## src/rtl/iee_pkg.sv

```systemverilog
// Shared types and constants for the infix expression evaluator.
// No dependencies.
`timescale 1ns / 1ps
`default_nettype none
package iee_pkg;
  localparam int STACK_DEPTH_DEF = 32;
  localparam int VALUE_WIDTH_DEF = 32;
  localparam int QUEUE_DEPTH = 4;

  typedef enum logic [2:0] {
    OP_OPEN = 3'd0,
    OP_ADD  = 3'd1,
    OP_SUB  = 3'd2,
    OP_MUL  = 3'd3,
    OP_DIV  = 3'd4
  } op_t;

  typedef enum logic [1:0] {
    ST_OK        = 2'd0,
    ST_DIVZERO   = 2'd1,
    ST_OVERFLOW  = 2'd2,
    ST_MALFORMED = 2'd3
  } status_t;

  typedef enum logic [1:0] {
    TK_DIGIT = 2'd0,
    TK_OPER  = 2'd1,
    TK_CLOSE = 2'd2,
    TK_NONE  = 2'd3
  } tok_kind_t;

  typedef struct packed {
    tok_kind_t  kind;
    op_t        op;
    logic [3:0] digit;
    logic       last;
  } token_t;

  localparam int TOKEN_W = $bits(token_t);

  localparam logic [7:0] CH_OPEN  = 8'h28;
  localparam logic [7:0] CH_CLOSE = 8'h29;
  localparam logic [7:0] CH_MUL   = 8'h2A;
  localparam logic [7:0] CH_ADD   = 8'h2B;
  localparam logic [7:0] CH_SUB   = 8'h2D;
  localparam logic [7:0] CH_DIV   = 8'h2F;
  localparam logic [7:0] CH_ZERO  = 8'h30;
  localparam logic [7:0] CH_NINE  = 8'h39;

  typedef enum logic [3:0] {
    S_IDLE,
    S_DIGIT,
    S_PEEK,
    S_RED_B,
    S_RED_A,
    S_ALU,
    S_DIV,
    S_PUSH,
    S_PUSHOP,
    S_FINAL,
    S_EMIT
  } state_t;
endpackage
`default_nettype wire

```

## src/rtl/iee_front.sv

```systemverilog
// Front end: classifies characters into tokens and queues them.
// Depends on iee_pkg.
`timescale 1ns / 1ps
`default_nettype none
module iee_front import iee_pkg::*; (
  input  wire logic       clk,
  input  wire logic       rst_n,
  input  wire logic [7:0] in_char_code,
  input  wire logic       in_is_last,
  input  wire logic       in_push,
  output logic            in_full,
  output token_t          tok,
  output logic            tok_valid,
  input  wire logic       tok_take
);
  localparam int AW = $clog2(QUEUE_DEPTH);

  token_t q_r [QUEUE_DEPTH];
  logic [AW-1:0] wp_r, rp_r;
  logic [AW:0] cnt_r;
  token_t t;
  logic push_ok, pop_ok;

  always_comb begin
    t.kind  = TK_NONE;
    t.op    = OP_OPEN;
    t.digit = in_char_code[3:0];
    t.last  = in_is_last;
    if (in_char_code >= CH_ZERO && in_char_code <= CH_NINE) t.kind = TK_DIGIT;
    else begin
      case (in_char_code)
        CH_OPEN:  begin t.kind = TK_OPER; t.op = OP_OPEN; end
        CH_CLOSE: t.kind = TK_CLOSE;
        CH_ADD:   begin t.kind = TK_OPER; t.op = OP_ADD; end
        CH_SUB:   begin t.kind = TK_OPER; t.op = OP_SUB; end
        CH_MUL:   begin t.kind = TK_OPER; t.op = OP_MUL; end
        CH_DIV:   begin t.kind = TK_OPER; t.op = OP_DIV; end
        default:  t.kind = TK_NONE;
      endcase
    end
  end

  assign in_full   = (cnt_r == (AW+1)'(QUEUE_DEPTH));
  assign tok_valid = (cnt_r != '0);
  assign tok       = q_r[rp_r];
  assign push_ok   = in_push && !in_full;
  assign pop_ok    = tok_take && tok_valid;

  always_ff @(posedge clk) begin
    if (push_ok) q_r[wp_r] <= t;
    if (!rst_n) begin
      wp_r <= '0;
      rp_r <= '0;
      cnt_r <= '0;
    end else begin
      if (push_ok) wp_r <= wp_r + 1'b1;
      if (pop_ok) rp_r <= rp_r + 1'b1;
      cnt_r <= cnt_r + (AW+1)'(push_ok) - (AW+1)'(pop_ok);
    end
  end
endmodule
`default_nettype wire

```

## src/rtl/iee_divider.sv

```systemverilog
// Restoring divider, one quotient bit per cycle, truncating signed.
// Depends on iee_pkg.
`timescale 1ns / 1ps
`default_nettype none
module iee_divider import iee_pkg::*; #(
  parameter int VALUE_WIDTH = VALUE_WIDTH_DEF
) (
  input  wire logic                   clk,
  input  wire logic                   rst_n,
  input  wire logic                   start,
  input  wire logic [VALUE_WIDTH-1:0] a,
  input  wire logic [VALUE_WIDTH-1:0] b,
  output logic                        done,
  output logic [VALUE_WIDTH-1:0]      q
);
  localparam int W = VALUE_WIDTH;
  localparam int CW = $clog2(W + 1);

  logic [W-1:0] rem_r, quo_r, den_r;
  logic [CW-1:0] cnt_r;
  logic neg_r, busy_r;
  logic [W:0] trial;

  assign trial = {rem_r, quo_r[W-1]} - {1'b0, den_r};
  assign done  = busy_r && (cnt_r == '0);
  assign q     = neg_r ? (~quo_r + 1'b1) : quo_r;

  always_ff @(posedge clk) begin
    if (!rst_n) begin
      busy_r <= 1'b0;
      cnt_r <= '0;
    end else if (start) begin
      busy_r <= 1'b1;
      cnt_r <= CW'(W);
      rem_r <= '0;
      quo_r <= a[W-1] ? (~a + 1'b1) : a;
      den_r <= b[W-1] ? (~b + 1'b1) : b;
      neg_r <= a[W-1] ^ b[W-1];
    end else if (busy_r) begin
      if (cnt_r == '0) busy_r <= 1'b0;
      else begin
        cnt_r <= cnt_r - 1'b1;
        if (!trial[W]) begin
          rem_r <= trial[W-1:0];
          quo_r <= {quo_r[W-2:0], 1'b1};
        end else begin
          rem_r <= {rem_r[W-2:0], quo_r[W-1]};
          quo_r <= {quo_r[W-2:0], 1'b0};
        end
      end
    end
  end
endmodule
`default_nettype wire

```

## src/rtl/iee_back.sv

```systemverilog
// Back end: operand and operator stacks, reduction sequencer, result register.
// Depends on iee_pkg and iee_divider.
`timescale 1ns / 1ps
`default_nettype none
module iee_back import iee_pkg::*; #(
  parameter int STACK_DEPTH = STACK_DEPTH_DEF,
  parameter int VALUE_WIDTH = VALUE_WIDTH_DEF
) (
  input  wire logic        clk,
  input  wire logic        rst_n,
  input  token_t           tok,
  input  wire logic        tok_valid,
  output logic             tok_take,
  output logic [31:0]      out_value,
  output logic [1:0]       out_status,
  output logic             out_empty,
  input  wire logic        out_pop
);
  localparam int W  = VALUE_WIDTH;
  localparam int AW = (STACK_DEPTH > 1) ? $clog2(STACK_DEPTH) : 1;
  localparam int CW = $clog2(STACK_DEPTH + 1);

  logic [W-1:0] vmem [STACK_DEPTH];
  op_t          omem [STACK_DEPTH];

  state_t st_r, st_nxt;
  logic [CW-1:0] vcnt_r, ocnt_r;
  status_t err_r;
  token_t tk_r;
  logic [W-1:0] a_r, b_r, res_r, vrd_r;
  op_t op_r, ord_r;
  logic [31:0] oval_r;
  logic [1:0] ostat_r;
  logic ovalid_r;

  logic div_start, div_done;
  logic [W-1:0] div_q;
  logic [W-1:0] prod;

  iee_divider #(.VALUE_WIDTH(W)) u_div (
    .clk(clk), .rst_n(rst_n), .start(div_start),
    .a(a_r), .b(b_r), .done(div_done), .q(div_q)
  );

  assign prod = a_r * b_r;
  assign out_value  = oval_r;
  assign out_status = ostat_r;
  assign out_empty  = !ovalid_r;

  function automatic logic prec_hi(op_t o);
    return (o == OP_MUL) || (o == OP_DIV);
  endfunction

  logic ok;
  logic emit_go;
  logic reduce_here;
  logic final_r;
  assign ok = (err_r == ST_OK);
  assign emit_go = !ovalid_r || out_pop;
  // peek decision: top operator should reduce for current token
  always_comb begin
    reduce_here = 1'b0;
    if (ocnt_r != '0 && ord_r != OP_OPEN) begin
      if (tk_r.kind == TK_CLOSE) reduce_here = 1'b1;
      else if (tk_r.kind == TK_OPER && tk_r.op != OP_OPEN)
        reduce_here = prec_hi(ord_r) || !prec_hi(tk_r.op);
    end
  end

  always_comb begin
    st_nxt = st_r;
    unique case (st_r)
      S_IDLE:   if (tok_valid) begin
        if (tok.kind == TK_DIGIT && err_r == ST_OK) st_nxt = S_DIGIT;
        else if ((tok.kind == TK_OPER || tok.kind == TK_CLOSE) && err_r == ST_OK)
          st_nxt = S_PEEK;
        else if (tok.last) st_nxt = S_FINAL;
      end
      S_DIGIT:  st_nxt = tk_r.last ? S_FINAL : S_IDLE;
      S_PEEK: begin
        if (!ok) st_nxt = tk_r.last ? S_FINAL : S_IDLE;
        else if (reduce_here) st_nxt = S_RED_B;
        else if (tk_r.kind == TK_CLOSE) st_nxt = tk_r.last ? S_FINAL : S_IDLE;
        else st_nxt = S_PUSHOP;
      end
      S_RED_B: begin
        if (vcnt_r < CW'(2)) st_nxt = final_r ? S_FINAL : S_PEEK;
        else st_nxt = S_RED_A;
      end
      S_RED_A:  st_nxt = S_ALU;
      S_ALU:    st_nxt = (op_r == OP_DIV && b_r != '0) ? S_DIV : S_PUSH;
      S_DIV:    if (div_done) st_nxt = S_PUSH;
      S_PUSH:   st_nxt = final_r ? S_FINAL : S_PEEK;
      S_PUSHOP: st_nxt = tk_r.last ? S_FINAL : S_IDLE;
      S_FINAL: begin
        if (!final_r) st_nxt = S_FINAL;
        else if (ok && ocnt_r != '0) begin
          if (ord_r != OP_OPEN) st_nxt = S_RED_B;
        end else st_nxt = S_EMIT;
      end
      S_EMIT:   if (emit_go) st_nxt = S_IDLE;
      default:  st_nxt = S_IDLE;
    endcase
  end

  always_comb begin
    tok_take  = (st_r == S_IDLE) && tok_valid;
    div_start = (st_r == S_ALU) && (op_r == OP_DIV) && (b_r != '0);
  end

  always_ff @(posedge clk) begin
    vrd_r <= vmem[AW'(vcnt_r - ((st_r == S_RED_B) ? CW'(2) : CW'(1)))];
    ord_r <= omem[AW'(ocnt_r - 1'b1)];
    if (!rst_n) begin
      st_r <= S_IDLE;
      vcnt_r <= '0;
      ocnt_r <= '0;
      err_r <= ST_OK;
      ovalid_r <= 1'b0;
      final_r <= 1'b0;
    end else begin
      st_r <= st_nxt;
      if (st_r == S_EMIT && emit_go) ovalid_r <= 1'b1;
      else if (out_pop && ovalid_r) ovalid_r <= 1'b0;
      unique case (st_r)
        S_IDLE: if (tok_take) begin
          tk_r <= tok;
          final_r <= 1'b0;
        end
        S_DIGIT: begin
          if (vcnt_r == CW'(STACK_DEPTH)) err_r <= ST_OVERFLOW;
          else begin
            vmem[AW'(vcnt_r)] <= W'(tk_r.digit);
            vcnt_r <= vcnt_r + 1'b1;
          end
        end
        S_PEEK: if (ok && !reduce_here && tk_r.kind == TK_CLOSE) begin
          if (ocnt_r == '0) err_r <= ST_MALFORMED;
          else ocnt_r <= ocnt_r - 1'b1;
        end
        S_RED_B: begin
          op_r <= ord_r;
          ocnt_r <= ocnt_r - 1'b1;
          if (vcnt_r < CW'(2)) err_r <= ST_MALFORMED;
          else begin
            b_r <= vrd_r;
            vcnt_r <= vcnt_r - 1'b1;
          end
        end
        S_RED_A: begin
          a_r <= vrd_r;
          vcnt_r <= vcnt_r - 1'b1;
        end
        S_ALU: begin
          case (op_r)
            OP_ADD:  res_r <= a_r + b_r;
            OP_SUB:  res_r <= a_r - b_r;
            OP_MUL:  res_r <= prod;
            default: if (b_r == '0) err_r <= ST_DIVZERO;
          endcase
        end
        S_DIV: if (div_done) res_r <= div_q;
        S_PUSH: if (ok) begin
          vmem[AW'(vcnt_r)] <= res_r;
          vcnt_r <= vcnt_r + 1'b1;
        end
        S_PUSHOP: if (ok) begin
          if (ocnt_r == CW'(STACK_DEPTH)) err_r <= ST_OVERFLOW;
          else begin
            omem[AW'(ocnt_r)] <= tk_r.op;
            ocnt_r <= ocnt_r + 1'b1;
          end
        end
        S_FINAL: begin
          final_r <= 1'b1;
          if (final_r) begin
            if (ok && ocnt_r != '0 && ord_r == OP_OPEN) err_r <= ST_MALFORMED;
            else if (ok && ocnt_r == '0 && vcnt_r != CW'(1)) err_r <= ST_MALFORMED;
          end
        end
        S_EMIT: if (emit_go) begin
          ostat_r <= err_r;
          oval_r <= ok ? 32'(signed'(vrd_r)) : 32'd0;
          vcnt_r <= '0;
          ocnt_r <= '0;
          err_r <= ST_OK;
          final_r <= 1'b0;
        end
        default: ;
      endcase
    end
  end
endmodule
`default_nettype wire

```

## src/rtl/infix_expression_evaluator.sv

```systemverilog
// Top level of the infix expression evaluator: front classifier, token queue, back end.
// Depends on iee_pkg, iee_front, iee_back.
//
//  channel | direction | ports                         | beat accepted when
//  input   | in        | in_char_code, in_is_last      | in_push && !in_full
//  result  | out       | out_value, out_status         | out_pop && !out_empty
//
// Each digit, operator and closing parenthesis is handled in turn by the back end; each
// reduction adds its own steps, and a division also waits on the bit-serial divider.
// After the last item the back end settles the drain, does any final reductions, then emits.
// A 4-entry token queue absorbs input bursts. Reset is synchronous; stacks need no
// clearing. A waiting result holds the back end only when the next result is ready.
`timescale 1ns / 1ps
`default_nettype none
module infix_expression_evaluator import iee_pkg::*; #(
  parameter int STACK_DEPTH = STACK_DEPTH_DEF,
  parameter int VALUE_WIDTH = VALUE_WIDTH_DEF
) (
  input  wire logic        clk,
  input  wire logic        rst_n,
  input  wire logic [7:0]  in_char_code,
  input  wire logic        in_is_last,
  input  wire logic        in_push,
  output logic             in_full,
  output logic [31:0]      out_value,
  output logic [1:0]       out_status,
  output logic             out_empty,
  input  wire logic        out_pop
);
  token_t tok;
  logic tok_valid, tok_take;

  iee_front u_front (
    .clk(clk), .rst_n(rst_n), .in_char_code(in_char_code), .in_is_last(in_is_last),
    .in_push(in_push), .in_full(in_full), .tok(tok), .tok_valid(tok_valid),
    .tok_take(tok_take)
  );

  iee_back #(.STACK_DEPTH(STACK_DEPTH), .VALUE_WIDTH(VALUE_WIDTH)) u_back (
    .clk(clk), .rst_n(rst_n), .tok(tok), .tok_valid(tok_valid), .tok_take(tok_take),
    .out_value(out_value), .out_status(out_status), .out_empty(out_empty),
    .out_pop(out_pop)
  );
endmodule
`default_nettype wire
```

## config.mk

```make
export PLATFORM = sky130hd
export DESIGN_NAME = infix_expression_evaluator
export DESIGN_NICKNAME = d
export VERILOG_FILES = /design/src/rtl/iee_pkg.sv /design/src/rtl/iee_front.sv /design/src/rtl/iee_divider.sv /design/src/rtl/iee_back.sv /design/src/rtl/infix_expression_evaluator.sv
export SDC_FILE = /design/constraint.sdc
export NUM_CORES = 2
export LEC_CHECK = 0
export BUFFER_PORTS_ARGS = -buffer_cell sky130_fd_sc_hd__buf_2
export CAP_MARGIN = 15
export CORE_MARGIN = 5
export CORE_UTILIZATION = 36
export DETAILED_ROUTE_END_ITERATION = 8
export SLEW_MARGIN = 20
export SYNTH_ARGS = -nofsm -noshare
export SYNTH_HDL_FRONTEND = slang
export SYNTH_SLANG_ARGS = --single-unit
```

## constraint.sdc

```tcl
create_clock -name clk -period 12.33 [get_ports clk]
set_input_delay 1.233 -clock clk [delete_from_list [all_inputs] [get_ports clk]]
set_output_delay 1.233 -clock clk [all_outputs]
set_load 0.01 [all_outputs]
```

# Word-level counts from Yosys, hierarchy flattened
# Memory sizes are Yosys's and may differ from the RTL's. A register that Yosys moved wholly into a read port is not among the register bits.
# Cells that the tools add are included.
# Widths: inputs -> output; s select.
# op_classes
n_bitwise	8
n_lt_le_gt_ge	3
n_addsub	16
n_mux	90
multipliers	1
n_reduce_logical	67
n_eq_ne	55
# op_table
cell	count
$mux 32	10
$add 32x1->32 const B	3
$not 32->32	3
$pmux 32 s3	1
$mux 6	11
$pmux 32 s2	1
$mux 4	15
$eq 8x6->1 const B	6
$pmux 4 s10	1
$sub 33x32->33	1
$add 32x32->32	1
$logic_not 32->1	1
$mul 32x32->32	1
$mux 2	16
$reduce_bool 32->1	1
$sub 32x32->32	1
$mux 31	1
$pmux 6 s5	1
$mux 1	27
$pmux 6 s4	1
$ne 2x1->1 const B	11
$logic_and 1x1->1	20
$sub 6x1->6 const B	3
$eq 4x3->1 const B	4
51 further kinds	99
# totals
mem_bits_rw	1160
out_inout_bits	36
memories	3
reg_bits	274
in_bits	13
elab_cells	270
# mem_list
memory	depth	width	read_ports	rd_ports_with_merged_regs	write_ports	line	rtl
u_back.vmem	32	32	1	1	1	iee_back.sv:23	logic [W-1:0] vmem [STACK_DEPTH];
u_back.omem	32	3	1	1	1	iee_back.sv:24	op_t omem [STACK_DEPTH];
u_front.q_r	4	10	1	1	1	iee_front.sv:18	token_t q_r [QUEUE_DEPTH];

# Longest topological paths before layout
# logic_depth
depth_word	12
depth_mapped	27
mapped_depth_nobuf	26

# By module
# From an unflattened synthesis, not the netlist that was laid out.
# unflattened
hier_cells	5354
area_unflattened_um2	78597.9
# modules_own_cells
mod	cells_per_inst	instances	area_per_inst_um2	seq_area_each_um2
iee_back	4409	1	68704.6	39027.4
iee_divider	829	1	7862.5	3052.9
iee_front	116	1	2030.7	1381.3

# Worst setup path after synthesis
# Ideal clock, no wire load.
# synth_path
path_type	register to register
startpoint	reg u_back.b_r[5]
endpoint	reg u_back.res_r[31], data pin
slack_ps	5142
arrival_ps	6925
setup_ps	263
stages_incl_launch_ff	27
synth_period_minus_slack_ps	7188
required_ps	12067
path_buffers	2
path_cell_list	edfxtp_1 -> clkbuf_1 -> clkbuf_1 -> and2_1 -> fa_1 -> fa_1 -> fa_1 -> inv_1 -> fa_1 -> inv_1 -> fa_1 -> inv_1 -> fa_1 -> inv_1 -> fa_1 -> fa_1 -> ha_1 -> nand2_1 -> o211ai_1 -> a211oi_1 -> o21ai_0 -> a31o_2 -> a21o_1 -> a21o_1 -> o31ai_1 -> xnor2_1 -> a21oi_1
# synth_between
elab_chain_cells	3
elab_cells_between_ends	5
classes_between	add/sub (2); mul (1); mux (2)
# synth_lines
element	line	rtl
start: declaration	iee_back.sv:30	logic [W-1:0] a_r, b_r, res_r, vrd_r;
start signal: assignment	iee_back.sv:146	b_r <= vrd_r;
$mul 32x32->32, or another cell as far along	iee_back.sv:45	assign prod = a_r * b_r;
$pmux 32 s3 (*)	iee_back.sv:155	case (op_r)
$pmux 32 s2 (*)	iee_back.sv:125	unique case (st_r)
end signal: assignment	iee_back.sv:156	OP_ADD: res_r <= a_r + b_r;
end signal: assignment	iee_back.sv:157	OP_SUB: res_r <= a_r - b_r;
end signal: assignment	iee_back.sv:158	OP_MUL: res_r <= prod;
end: declaration	iee_back.sv:30	
# Mark *: on every way between the ends. The rest lies on a longest branch, timed or not.
# A chain may end at the register's enable or synchronous reset.

# Worst setup path after layout
# layout_path
startpoint	reg u_back.a_r[17]
endpoint	reg u_back.res_r[23], data pin
# layout_between
elab_chain_cells	3
elab_cells_between_ends	5
classes_between	add/sub (2); mul (1); mux (2)
# layout_lines
element	line	rtl
start: declaration	iee_back.sv:30	
start signal: assignment	iee_back.sv:151	a_r <= vrd_r;
$mul 32x32->32, or another cell as far along	iee_back.sv:45	
$pmux 32 s3 (*)	iee_back.sv:155	
$pmux 32 s2 (*)	iee_back.sv:125	
# Marks and branches as above.

==> out/summary.txt <==
=================================================================================
Final hold viol count                                                           0
Area of the die                                                       226000 um^2
Final wirelength                                                           208 mm
Cell family contributing the most delay on the critical path          adder cells
Via count of the first global-routing pass                                  45900
Synthesized cell area                                                  77800 um^2
Drc violations                                                                  0
Cells along the critical path                                        and2_1 -> fa_1 -> inv_1 -> fa_1 -> fa_1 -> fa_1 -> inv_1 -> fa_1 -> fa_1 -> fa_1 -> fa_1 -> ha_1 -> and3_1 -> nand4_1 -> o21ai_0 -> a21o_1 -> a21oi_1 -> xor2_1 -> nor2_1 -> a211oi_1 -> a21oi_1
P per Cell Area                                                       172 nW/um^2
Number of nets in the layout                                                 5949
Slew margin rel.                                                            0.182
CTS H-Tree Depth                                                                4
Minimum hold slack                                                       0.461 ns
GRT Overall Usage                                                           0.185
Mean Syn Cell Area                                                      14.7 um^2
Final setup viols                                                               0
Required time reported for the critical path endpoint                    12.85 ns
Max Buffers Root-to-Sink                                                        3
Data arrival, critical path                                               8.75 ns
Setup TNS                                                                    0 ns
Number of pins with negative max-slew slack in the final report                 0
Half-perimeter wire length of the detailed placement result                126 mm
Most prevalent standard cell on the critical path                    sky130_fd_sc_hd__fa_1
Reg clk slew, reported paths                                              0.07 ns
TritonCTS sink count                                                         1471
Worst min-delay path category                                        flip-flop to flip-flop
Worst clock skew on the final layout                                    0.0538 ns
Maximum number of pins on one net before global-route repair                   65
Starting density of the core                                                0.362
Number of buffers created by CTS                                              149
Number of detailed-route iterations in the first pass                           5
Root cell of the clock tree                                          sky130_fd_sc_hd__clkbuf_16
Largest registers ranked by flip-flop count                          u_back.vmem x1024, u_back.omem x96, u_front.q_r x40
Initial antenna violation count                                                13
Crit-path max FO                                                               20
EDFF count, synth                                                            1400
Unique masters post-synth                                                      79
Share of the clock period used by the worst path after layout               0.668
Commonest cells after routing, fill and taps aside                   sky130_fd_sc_hd__edfxtp_1 (1400), sky130_fd_sc_hd__inv_1 (461), sky130_fd_sc_hd__fa_1 (411)
Cell at the slowest stage of the critical path                       sky130_fd_sc_hd__edfxtp_1
Unrepaired setup endpoints after global routing                                no
Core area                                                             215000 um^2
Count of buffers inserted at the top-level ports                               48
Skew-Pair Late Insertion Delay                                            0.81 ns
Number of buffers inserted to repair setup after CTS                            0
Minimum setup slack in the final design                                   4.10 ns
Number of buffer and inverter instances along the worst setup path              2
TritonCTS clock tree                                                          yes
Worst slack at placement                                                  4.28 ns
Run status                                                           complete, no violations
Post-detailed-route wirelength per cell                                   25.1 um
Final weighted congestion in routability-driven placement                   0.894
Overall via count from detail_route                                         44300
Worst ir drop on vdd                                                   0.000234 V
Fraction of the yosys area taken by sequential cells                        0.558
Wire length of the first global-routing pass                               308 mm
Placed inst area                                                       81700 um^2
Ratio of routed vias to standard cells                                       5.35
Post_cts resized                                                                0
Global route total overflow                                                     0
Worst-Margin Slew                                                         1.23 ns
Worst path max stage delay                                                1.17 ns
Async set or reset register ratio after synthesis                               0
Register with the most flip-flops                                     u_back.vmem
Area delta synth->final                                                     11.4%
Tmin final                                                                8.23 ns
Post-Synthesis Cells                                                         5285
Critical path type                                                   flip-flop to flip-flop
#FFs+latches synth                                                           1471
Power consumption                                                         14.9 mW
Layout fillers                                                              19500
Most common flop cell mapped by yosys                                sky130_fd_sc_hd__edfxtp_1
Max reg flops                                                                1024
Number of rows created at floorplan                                           170
Max Clock Freq                                                          0.121 GHz
Iteration-0 DRC count of the detailed router                                 3911
Fraction of layout cells with a size suffix above 1                         0.159
Most common cell after layout, fill and taps aside                   sky130_fd_sc_hd__edfxtp_1
Synthesized net count                                                        5919
Horizontal die dimension                                                   475 um
Post-route ant nets                                                             0
I/O pin count                                                                  49
Yosys warns                                                                     0
Element type at the critical path start                                 flip-flop
Element type at the critical path end                                   flip-flop
Leakage power                                                             28.5 nW
Final non-filler cell area                                             86700 um^2
# Max-Cap Violations                                                            0
Die H                                                                      475 um
Hold-fix buffer count after cts                                                 0
=================================================================================
-- worst paths after layout --
check                                 startpoint  depth (start not counted)               end  slack, ns
worst max-delay path              u_back.a_r[17]                         21  u_back.res_r[23]       4.10
worst min-delay path            u_back.vrd_r[21]                          0    u_back.a_r[21]       0.46
worst max register to register    u_back.a_r[17]                         21  u_back.res_r[23]       4.10
worst min register to register  u_back.vrd_r[21]                          0    u_back.a_r[21]       0.46
-- logic make-up after synthesis --
family | Yosys count | synth area share
AOI/OAI and AO/OA | 477 | 0.0394
DFF | 1471 | 0.558
and+or+nand+nor | 1269 | 0.0815
adders and majority gates | 621 | 0.140
xor gates and xnor gates | 273 | 0.0307
muxes | 432 | 0.114
buffers and inverters | 742 | 0.0362
-- cells in the mapped netlist (6+ instances only) --
library cell	count	area share
sky130_fd_sc_hd__o41ai_1	14	0.0016
sky130_fd_sc_hd__and3_1	14	0.0011
sky130_fd_sc_hd__o211ai_1	12	0.0012
sky130_fd_sc_hd__nand3_1	30	0.0019
sky130_fd_sc_hd__nand2b_1	25	0.0020
sky130_fd_sc_hd__nor4_1	7	0.00056
sky130_fd_sc_hd__nor3_1	48	0.0031
sky130_fd_sc_hd__ha_1	209	0.034
sky130_fd_sc_hd__a211oi_1	34	0.0033
sky130_fd_sc_hd__xnor2_1	151	0.017
sky130_fd_sc_hd__xor2_1	122	0.014
sky130_fd_sc_hd__or2_2	8	0.00064
sky130_fd_sc_hd__o21bai_1	7	0.00068
sky130_fd_sc_hd__nand2_1	391	0.019
sky130_fd_sc_hd__or3_1	27	0.0022
sky130_fd_sc_hd__edfxtp_1	1400	0.54
sky130_fd_sc_hd__a21oi_1	113	0.0073
sky130_fd_sc_hd__a21o_1	34	0.0033
sky130_fd_sc_hd__mux2i_1	30	0.0039
sky130_fd_sc_hd__o21ai_1	14	0.00090
sky130_fd_sc_hd__buf_1	32	0.0015
sky130_fd_sc_hd__o31ai_1	33	0.0032
sky130_fd_sc_hd__nand4_1	18	0.0014
sky130_fd_sc_hd__nand3b_1	9	0.00087
sky130_fd_sc_hd__and2_1	379	0.030
sky130_fd_sc_hd__o21a_1	19	0.0018
sky130_fd_sc_hd__inv_1	461	0.022
sky130_fd_sc_hd__nor2b_1	26	0.0021
sky130_fd_sc_hd__a22oi_1	9	0.00087
sky130_fd_sc_hd__buf_2	6	0.00039
sky130_fd_sc_hd__a31oi_1	15	0.0012
sky130_fd_sc_hd__mux4_2	360	0.10
sky130_fd_sc_hd__nor2_1	250	0.012
sky130_fd_sc_hd__clkbuf_1	237	0.011
sky130_fd_sc_hd__o21ai_0	110	0.0071
sky130_fd_sc_hd__or4_1	9	0.00087
sky130_fd_sc_hd__o22ai_1	8	0.00064
sky130_fd_sc_hd__fa_1	412	0.11
sky130_fd_sc_hd__dfxtp_1	71	0.018
sky130_fd_sc_hd__mux2_2	42	0.0061
sky130_fd_sc_hd__nor3b_1	8	0.00077
-- metrics by stage --
stage                     instances  utilization
after floorplan                5285            -
after global placement         7999        0.380
after detailed placement       8000        0.380
after CTS                      8274        0.403
after global routing           8276        0.403
final                          8277        0.403
-- where the power goes --
part	switching, mW	internal [mW]	leakage, nW
clock	1.97	2.58	2.39
combinational	2.65	1.95	14.7
sequential	0.152	5.58	11.4
total	4.76	10.1	28.5
-- per-layer routing --
metal  part of all wire  track usage  up-vias
met4              0.035       0.0643        6
met1               0.40        0.240    23200
met5            0.00017            0        -
met3              0.062       0.0259      370
li1                   -            -    19100
met2               0.50        0.319     1623
-- cell type report --
class                           count  area, um^2  share of cell area
Antenna cell                        1        2.50           0.0000289
Clock buffer                      183        3960              0.0457
Clock inverter                     91         958              0.0111
Inverter                          461        1730              0.0200
Multi-Input combinational cell   3072       31900               0.368
Sequential cell                  1471       43500               0.502
Tap cell                         2838        3550              0.0410
Timing Repair Buffer              160        1100              0.0127
Note: power is estimated with default switching activity, not from simulation.
